--- src/rtl/core/wsrq_ram.sv ---
// Generic single-port synchronous RAM with registered read data.
// No dependencies.
module wsrq_ram #(
	parameter int WIDTH = 8,
	parameter int DEPTH = 16
) (
	input  logic                     clk,
	input  logic                     en,
	input  logic                     we,
	input  logic [$clog2(DEPTH)-1:0] addr,
	input  logic [WIDTH-1:0]         wdata,
	output logic [WIDTH-1:0]         rdata
);

	logic [WIDTH-1:0] mem [DEPTH];

	// write, or read into the output register (held otherwise)
	always_ff @(posedge clk) begin
		if (en) begin
			if (we) begin
				mem[addr] <= wdata;
			end else begin
				rdata <= mem[addr];
			end
		end
	end

endmodule

--- config.mk ---
export PLATFORM = sky130hd
export DESIGN_NAME = wsrq_ram
export DESIGN_NICKNAME = d
export VERILOG_FILES = /design/src/rtl/core/wsrq_ram.sv
export SDC_FILE = /design/constraint.sdc
export NUM_CORES = 1
export LEC_CHECK = 0
export ABC_CLOCK_PERIOD_IN_PS = 2000
export BUFFER_PORTS_ARGS = -buffer_cell sky130_fd_sc_hd__buf_2
export CAP_MARGIN = 10
export CORE_MARGIN = 1
export CORE_UTILIZATION = 55
export CTS_BUF_LIST = sky130_fd_sc_hd__clkbuf_2 sky130_fd_sc_hd__clkbuf_4 sky130_fd_sc_hd__clkbuf_8
export DETAILED_ROUTE_END_ITERATION = 8
export PLACE_DENSITY = 0.72
export SLEW_MARGIN = 20
export SYNTH_ARGS = -nofsm -noshare
export SYNTH_HDL_FRONTEND = slang
export SYNTH_SLANG_ARGS = --single-unit
--- constraint.sdc ---
create_clock -name clk -period 2 [get_ports clk]
set_input_delay 0.1 -clock clk [delete_from_list [all_inputs] [get_ports clk]]
set_output_delay 0.1 -clock clk [all_outputs]
set_load 0.03 [all_outputs]
==> flow_summary.json <==
{
  "outcome": "finished clean",
  "insertion_delay_ps": 420,
  "cp-end-kind": "register",
  "die_area_um2": 9920,
  "first_global_vias": 2633,
  "hold_end": "mem[4][7]",
  "worst_slack_ps": 493,
  "drc": 0,
  "syn_nets": 249,
  "cp.required_ps": 2170,
  "drive_above_1_share": 0.322,
  "cts_buffers": 17,
  "final_hold_viol_count": 0,
  "coreArea_um2": 9240,
  "drtPass1Iterations": 4,
  "grt_max_degree": 26,
  "hpwl_um": 6480,
  "grt_pass1_wl_um": 15100,
  "yosysSeqAreaShare": 0.780,
  "htreeDepth": 4,
  "fp-row-count": 35,
  "numPortBuffers": 22,
  "grt_overflow_total": 0,
  "swShare": 0.203,
  "cts_tree": "built",
  "chipWidth_um": 99.6,
  "syn_area_per_cell_um2": 22.4,
  "clkSinkCount": 136,
  "ant_nets": 0,
  "crit_path_max_fanout": 1,
  "rsz0062_at_grt": "no",
  "combPwrFrac": 0.049,
  "ir_drop_mv": 0.633,
  "wl_um": 9620,
  "p_int_mw": 4.50,
  "min_period_ps": 1510,
  "power.leakage_nw": 2.06,
  "area_growth_pct": 16.1,
  "finalCritPeriodShare": 0.754,
  "start_util": 0.567,
  "cts-root-buf": "clkbuf_8",
  "holdWs_ps": 64.2,
  "hold_path.class": "input port to register",
  "ys_types": 18,
  "synth_warnings": 0,
  "reg2reg_depth": 3,
  "wl_per_cell_um": 22.1,
  "whs_path_depth": 1,
  "tns_ps": 0,
  "ios": 23,
  "drtIter0Drc": 181,
  "viasPerCell": 5.78,
  "grtUsageTotal": 0.221,
  "die_y_um": 99.6,
  "r2r_end": "rdata[4]",
  "power_frac_clock": 0.386,
  "cts.clk_slew.worst_paths_ps": 70,
  "switching_power_mw": 1.14,
  "routabilityCongestion": 0.815,
  "cts_setup_buffers": 0,
  "seqPwrFrac": 0.565,
  "final_max_slew_viol_count": 0,
  "setup_viol": 0,
  "regArea_um2": 4080,
  "syn-cell-area_um2": 5240,
  "cts_resized": 0,
  "startpoint_type": "register",
  "num-fill-cells": 608,
  "antenna_cells": 0,
  "powerDensity_nw_per_um2": 927,
  "syn_inst": 234,
  "clockBufferDepth": 2,
  "drv_cap": 0,
  "place_ws_ps": 175,
  "ctsHoldBuffers": 0,
  "hp-start": "wdata[7]",
  "clock_skew_ps": 8.48,
  "multi_input_area_um2": 1070,
  "clock.fmax_mhz": 663,
  "r2r_setup_slack_ps": 490,
  "arrival_ps": 1670,
  "synth_seq_cells": 136,
  "nNetsFinal": 310,
  "r2r-start": "mem[1][4]",
  "critPathKind": "register to register",
  "via_count": 2522,
  "tightest_slew_ps": 728,
  "antenna_found_initial": 1,
  "max_slew_margin": 0.514
}
==> power groups by stage <==
stage / logic [mW] / clock network, mW / registers (mW)
final: 0.274 / 2.18 / 3.19
after detailed placement: 0.276 / 0 / 3.25
after global placement: 0.268 / 0 / 3.25
after global routing: 0.295 / 2.33 / 3.19
after floorplan: 0.153 / 0 / 3.26
after CTS: 0.277 / 2.22 / 3.19
==> stage by stage <==
step,total power [mW],cells,instance area [um^2],utilization
floorplan,3.41,234,5240,-
global placement,3.52,405,5690,0.616
detailed placement,3.53,405,5690,0.616
CTS,5.69,436,6080,0.658
global route,5.82,436,6080,0.658
finish,5.64,436,6080,0.658
==> Yosys cell counts, drive strengths merged <==
master	number	area share
nand4b	2	0.0033
clkbuf	5	0.0036
and2	1	0.0012
or3	1	0.0012
edfxtp	136	0.78
a22oi	16	0.023
mux4	32	0.15
nand2	10	0.0072
nor2	13	0.0093
nor3	4	0.0038
buf	8	0.011
nand4	1	0.0012
nor2b	3	0.0036
nand2b	2	0.0024
==> flip-flops by register name (all words and copies together), names as in the netlist <==
signal  count
mem       128
rdata       8
==> routing by layer <==
layer,vias up,share of wire,GRT usage
li1,1118,-,-
met1,1298,0.43,0.303
met2,92,0.51,0.342
met3,12,0.053,0.0625
met4,2,0.012,0.0882
met5,-,0.0014,0
==> cell families (layout without fill, tap and decap cells) <==
logic type             count (synthesis)  in the layout  share of synthesized area
multiplexers                          32             32                      0.149
buffers and inverters                 13             86                     0.0150
AO/OA/AOI/OAI                         16             16                     0.0229
AND/OR/NAND/NOR                       37             37                     0.0332
flip-flops                           136            136                      0.780
==> worst max-delay path by stage <==
| stage | start | end | slack [ps] | depth (start not counted) |
|---|---|---|---|---|
| after floorplan | addr[0] | mem[0][0] | 180 | 4 |
| final | mem[1][4] | rdata[4] | 490 | 3 |
| after detailed placement | addr[1] | rdata[0] | 170 | 5 |
| after CTS | mem[2][0] | rdata[0] | 470 | 3 |
| after global routing | mem[1][4] | rdata[4] | 430 | 3 |
| after global placement | addr[1] | rdata[0] | 210 | 5 |
==> critical path: stages, from the launching register on <==
cell	delay [ps]
edfxtp_1	370
mux4_1	510
a22oi_1	270
nand2_1	100
==> placed cells by master, fill, tap and decap left out <==
| cell | synthesis | final |
|---|---|---|
| buf_4 | 0 | 32 |
| nor3_1 | 4 | 4 |
| buf_12 | 0 | 1 |
| buf_2 | 3 | 22 |
| clkinv_1 | 0 | 3 |
| a22oi_1 | 16 | 16 |
| or3_1 | 1 | 1 |
| clkinvlp_4 | 0 | 4 |
| mux4_2 | 16 | 16 |
| mux4_1 | 16 | 16 |
| clkinv_2 | 0 | 2 |
| nand4b_1 | 2 | 2 |
| nand2b_1 | 2 | 2 |
| nor2b_1 | 3 | 3 |
| nor2_1 | 13 | 13 |
| bufinv_16 | 0 | 3 |
| nand4_1 | 1 | 1 |
| clkbuf_8 | 0 | 17 |
| edfxtp_1 | 136 | 136 |
| and2_1 | 1 | 1 |
| clkinv_4 | 0 | 2 |
| nand2_1 | 10 | 10 |
==> cell type report <==
class,instances,area share
Clock buffer,17,0.0385
Clock inverter,14,0.0261
Multi-Input combinational cell,85,0.177
Sequential cell,136,0.671
Tap cell,129,0.0265
Timing Repair Buffer,55,0.0609
(Power assumes the default switching activity.)
