## config.mk

```make
export PLATFORM = sky130hd
export DESIGN_NAME = wsrq_ptrs
export DESIGN_NICKNAME = d
export VERILOG_FILES = /design/src/rtl/core/wsrq_pkg.sv /design/src/rtl/core/wsrq_ptrs.sv
export SDC_FILE = /design/constraint.sdc
export NUM_CORES = 1
export LEC_CHECK = 0
export ABC_AREA = 1
export BUFFER_PORTS_ARGS = -buffer_cell sky130_fd_sc_hd__buf_4
export CORE_ASPECT_RATIO = 1.2
export CORE_MARGIN = 3
export CORE_UTILIZATION = 37
export CTS_CLUSTER_SIZE = 28
export DETAILED_ROUTE_END_ITERATION = 8
export MAX_ROUTING_LAYER = met4
export PLACE_DENSITY_LB_ADDON = 0.1
export RECOVER_POWER = 25
export SETUP_SLACK_MARGIN = 0.3
export SYNTH_ARGS = -nofsm -noshare
export SYNTH_HDL_FRONTEND = slang
export SYNTH_SLANG_ARGS = --single-unit
export TNS_END_PERCENT = 20
```

## constraint.sdc

```tcl
create_clock -name clk -period 5.4 [get_ports clk]
set_input_delay 0.27 -clock clk [delete_from_list [all_inputs] [get_ports clk]]
set_output_delay 0.27 -clock clk [all_outputs]
set_load 0.02 [all_outputs]
```

## src/rtl/core/wsrq_pkg.sv

```systemverilog
// Shared types and constants for the work-stealing run queues.
// No dependencies; used by wsrq_ptrs and work_stealing_run_queues.
package wsrq_pkg;

	// Sizing (QUEUE_DEPTH must be a power of two)
	localparam int NUM_PROCS    = 8;
	localparam int QUEUE_DEPTH  = 256;
	localparam int TASK_ID_BITS = 16;

	// Field widths of the transfer payloads
	localparam int OPCODE_BITS = 1;
	localparam int PROC_BITS   = 3;
	localparam int TASK_BITS   = 16;
	localparam int STATUS_BITS = 3;

	// Derived widths
	localparam int PIDX_BITS  = (NUM_PROCS > 1) ? $clog2(NUM_PROCS) : 1;
	localparam int SLOT_BITS  = $clog2(QUEUE_DEPTH);
	localparam int PTR_BITS   = SLOT_BITS + 1;
	localparam int ADDR_BITS  = PIDX_BITS + SLOT_BITS;
	localparam int STORE_DEPTH = NUM_PROCS * QUEUE_DEPTH;

	typedef enum logic [OPCODE_BITS-1:0] {
		OP_PUT = 1'b0,
		OP_GET = 1'b1
	} op_t;

	typedef enum logic [STATUS_BITS-1:0] {
		ST_ENQUEUED = 3'd0,
		ST_DROPPED  = 3'd1,
		ST_LOCAL    = 3'd2,
		ST_STOLEN   = 3'd3,
		ST_NONE     = 3'd4
	} status_t;

	typedef struct packed {
		op_t                  opcode;
		logic [PROC_BITS-1:0] proc_index;
		logic [TASK_BITS-1:0] task_id;
	} req_t;

	typedef struct packed {
		status_t              status;
		logic [TASK_BITS-1:0] task_out;
		logic [PROC_BITS-1:0] source_proc;
	} rsp_t;

	// Queue decision handed from the pointer file to the datapath
	typedef struct packed {
		status_t              status;
		logic                 rd;
		logic                 wr;
		logic [PIDX_BITS-1:0] q;
		logic [ADDR_BITS-1:0] addr;
	} dec_t;

endpackage

```

## src/rtl/core/wsrq_ptrs.sv

```systemverilog
// Head/tail pointer file with the full/empty checks and the steal scan.
// Depends on wsrq_pkg.
module wsrq_ptrs (
	input  logic          clk,
	input  logic          arst_n,
	input  wsrq_pkg::req_t req,
	input  logic          upd,
	output wsrq_pkg::dec_t dec
);

	logic [wsrq_pkg::PTR_BITS-1:0]  head_q [wsrq_pkg::NUM_PROCS];
	logic [wsrq_pkg::PTR_BITS-1:0]  tail_q [wsrq_pkg::NUM_PROCS];
	logic [wsrq_pkg::NUM_PROCS-1:0] empty;
	logic [wsrq_pkg::PIDX_BITS-1:0] pidx;
	logic [wsrq_pkg::PIDX_BITS-1:0] steal;
	logic [wsrq_pkg::PTR_BITS-1:0]  head_sel;
	logic [wsrq_pkg::PTR_BITS-1:0]  tail_sel;
	logic [wsrq_pkg::PTR_BITS-1:0]  fill;
	logic                           in_range;
	logic                           found;

	// per-ring empty flags
	always_comb begin
		for (int i = 0; i < wsrq_pkg::NUM_PROCS; i++) begin
			empty[i] = (head_q[i] == tail_q[i]);
		end
	end

	assign pidx     = wsrq_pkg::PIDX_BITS'(req.proc_index);
	assign in_range = (int'(req.proc_index) < wsrq_pkg::NUM_PROCS);

	// first non-empty ring other than the asker, lowest index first
	always_comb begin
		found = 1'b0;
		steal = '0;
		for (int i = 0; i < wsrq_pkg::NUM_PROCS; i++) begin
			if (!found && !empty[i] && (wsrq_pkg::PIDX_BITS'(i) != pidx)) begin
				found = 1'b1;
				steal = wsrq_pkg::PIDX_BITS'(i);
			end
		end
	end

	// pick the ring, then classify
	always_comb begin
		dec.q = pidx;
		if (req.opcode == wsrq_pkg::OP_GET && empty[pidx]) begin
			dec.q = steal;
		end
		head_sel = head_q[dec.q];
		tail_sel = tail_q[dec.q];
		fill     = tail_sel - head_sel;
		dec.rd     = 1'b0;
		dec.wr     = 1'b0;
		dec.status = wsrq_pkg::ST_NONE;
		unique case (req.opcode)
			wsrq_pkg::OP_PUT: begin
				if (in_range && fill != wsrq_pkg::PTR_BITS'(wsrq_pkg::QUEUE_DEPTH)) begin
					dec.wr     = 1'b1;
					dec.status = wsrq_pkg::ST_ENQUEUED;
				end else begin
					dec.status = wsrq_pkg::ST_DROPPED;
				end
			end
			wsrq_pkg::OP_GET: begin
				if (in_range && !empty[pidx]) begin
					dec.rd     = 1'b1;
					dec.status = wsrq_pkg::ST_LOCAL;
				end else if (in_range && found) begin
					dec.rd     = 1'b1;
					dec.status = wsrq_pkg::ST_STOLEN;
				end
			end
			default: dec.status = wsrq_pkg::ST_NONE;
		endcase
		dec.addr = {dec.q, dec.wr ? tail_sel[wsrq_pkg::SLOT_BITS-1:0]
		                          : head_sel[wsrq_pkg::SLOT_BITS-1:0]};
	end

	// pointer advance on each accepted transfer (wraps modulo twice the depth)
	always_ff @(posedge clk or negedge arst_n) begin
		if (!arst_n) begin
			for (int i = 0; i < wsrq_pkg::NUM_PROCS; i++) begin
				head_q[i] <= '0;
				tail_q[i] <= '0;
			end
		end else if (upd) begin
			if (dec.wr) begin
				tail_q[dec.q] <= tail_sel + 1'b1;
			end
			if (dec.rd) begin
				head_q[dec.q] <= head_sel + 1'b1;
			end
		end
	end

endmodule

```

==> results.json <==
{
  "status": "finished with violations",
  "violations": "capacitance limit, slew limit, setup timing",
  "place.gp.congestion": 0.906,
  "finalHoldViolations": 0,
  "dieArea_um2": 26900,
  "layout_common_cells": "nand2_1 (449), buf_4 (192), dfrtp_1 (141)",
  "slew_headroom": -0.617,
  "start_util": 0.381,
  "path_clk_slew_ps": 70,
  "dp_hpwl_um": 25800,
  "multi_input_area_um2": 5660,
  "crit_fanout": 7,
  "wl_um": 36900,
  "cap_viol_max_count": 1,
  "vias": 9975,
  "worst_pin_slew_ps": 2420,
  "grt.total_usage": 0.280,
  "cts_buffer_depth": 2,
  "cp-start-kind": "flop",
  "cellLeakagePower_uw": 0.00633,
  "ys_types": 43,
  "viasPerCell": 5.30,
  "ioPinCount": 42,
  "slowest_stage": "dfrtp_1",
  "antenna_found_initial": 0,
  "layout_commonest_cell": "nand2_1",
  "setup_violations": 1,
  "ant_nets": 0,
  "synth_area_leader_cell": "dfrtp_1",
  "grt_pass1_vias": 9285,
  "cp.required_ps": 5130,
  "yosysSeqAreaShare": 0.389,
  "peakVddDrop_v": 0.000220,
  "worstSetupPathType": "reg2out",
  "fin_util": 0.535,
  "cpMostUsedCell": "buf_4",
  "syn_inst": 1348,
  "die_h_um": 179,
  "fin_crit_sh": 1.00,
  "yosysTopAreaCellShare": 0.389,
  "drc": 0,
  "powerDensity_nw_per_um2": 502,
  "wl_per_cell_um": 19.6,
  "dp_slack_ps": 80.8,
  "max_stage_delay_ps": 390,
  "yosys_warnings": 0,
  "port_buffers": 25,
  "cts_htree_levels": 4,
  "yosys-top-cells-area": "dfrtp_1 (39%), nand2_1 (20%), nand4_1 (6.3%)",
  "skew_ps": 11.0,
  "netlist_area_um2": 9250,
  "die_w_um": 150,
  "n_antenna_cell": 0,
  "gr-total-overflow": 0,
  "finalMaxSlewViolations": 91,
  "fin_ws_ps": -25.3,
  "fillers": 2318,
  "max_freq_mhz": 184,
  "grt_first_pass_wirelength_um": 54700,
  "grt_max_degree": 91,
  "ys_ff_latch": 144,
  "synth_nets": 1379,
  "cp.arrival_ps": 5160,
  "clk_latency_ps": 430,
  "synth_area_per_cell_um2": 6.86,
  "cts_sinks": 144,
  "core_area_um2": 24300,
  "whs_ps": 485,
  "rsz0062_at_grt": "yes",
  "rows": 62,
  "cts_tree": "built",
  "regArea_um2": 3610,
  "ctsRootBufferMaster": "clkbuf_16",
  "drive_above_1_share": 0.300,
  "nNetsFinal": 1581,
  "firstDrtPassIters": 5,
  "timing.setup.tns_ps": -25.3,
  "hp-class": "reg2reg",
  "area_growth_pct": 40.3,
  "drt_iter0_markers": 706,
  "period_minus_slack_ps": 5430,
  "crit_path_end_kind": "primary output",
  "numCtsBuffers": 17
}
==> registers in the layout, summed over array words and instances (netlist names) <==
| name | cells |
|---|---|
| tail_q | 72 |
| head_q | 72 |
==> power by group <==
| group | switching [uW] | internal, uW | total (uW) |
|---|---|---|---|
| Combinational | 2020 | 1430 | 3450 |
| Clock | 535 | 689 | 1220 |
| Sequential | 389 | 1460 | 1840 |
| Total | 2950 | 3580 | 6520 |
==> logic make-up after synthesis <==
group                      after synthesis  share of synthesized area
AOI/OAI and AO/OA                      149                     0.0897
buffers and inverters                  211                     0.0956
adders and majority gates                8                     0.0108
and+or+nand+nor                        794                      0.375
DFF                                    144                      0.389
xor gates and xnor gates                42                     0.0398
==> critical path, delay by kind of cell, from the launching register on <==
family | cells | cell delay [ps]
AO/OA/AOI/OAI | 3 | 400
XOR/XNOR | 2 | 310
buffers and inverters | 27 | 3320
flip-flops | 1 | 390
AND/OR/NAND/NOR | 3 | 280
==> layout make-up <==
| type | count | share of cell area |
|---|---|---|
| Multi-Input combinational cell | 993 | 0.436 |
| Sequential cell | 144 | 0.278 |
| Timing Repair Buffer | 238 | 0.163 |
| Inverter | 156 | 0.0472 |
| Clock buffer | 18 | 0.0331 |
| Tap cell | 320 | 0.0308 |
| Clock inverter | 14 | 0.0119 |
==> repair_timing <==
item                                   in CTS  in global routing
setup buffers                              66                 34
resized for setup                         134                134
hold buffers                                1                  0
pin swaps                                  46                108
endpoints found under the hold margin      35                  0
gates cloned                                3                  0
setup endpoints to repair                  82                 98
==> path summary, 6_finish.rpt <==
path / startpoint / end / slack [ps] / depth (start not counted)
min in group asynchronous: arst_n / tail_q[8] / 1100 / 2
max: tail_q[44] / dec[4] / -30 / 35
max reg2reg: tail_q[44] / tail_q[53] / 340 / 37
max in group asynchronous: arst_n / tail_q[52] / 2470 / 3
min reg2reg: tail_q[9] / tail_q[9] / 490 / 2
min: tail_q[9] / tail_q[9] / 490 / 2
==> per-stage QoR <==
| step | instance area, um^2 | power (uW) | instances |
|---|---|---|---|
| 3_5_place_dp | 10400 | 4400 | 1747 |
| 2_1_floorplan | 9250 | 3360 | 1348 |
| 6_report | 13000 | 6520 | 1883 |
| 4_1_cts | 12200 | 6040 | 1849 |
| 3_3_place_gp | 10400 | 4380 | 1747 |
| 5_1_grt | 13000 | 6930 | 1883 |
==> routing by layer <==
layer | vias to the layer above | track usage | wire length [um]
li1 | 4800 | - | -
met4 | 0 | 0.104 | 1510
met3 | 82 | 0.0296 | 1510
met2 | 316 | 0.462 | 18200
met1 | 4777 | 0.357 | 15800
met5 | - | - | 0
==> cells in the mapped netlist, drive strengths merged <==
cell / count
nand2: 499
inv: 154
dfrtp: 144
nand3: 107
o21ai: 96
nand4: 95
nor2: 85
buf: 32
o22ai: 27
xnor2: 27
clkbuf: 23
xor2: 15
a21oi: 13
ha: 8
a221oi: 4
or2: 4
nor3: 3
a31oi: 2
clkinv: 2
a211oi: 1
a21boi: 1
a22o: 1
a31o: 1
nand3b: 1
o2111a: 1
o211ai: 1
o2bb2ai: 1
(Power assumes the default switching activity.)
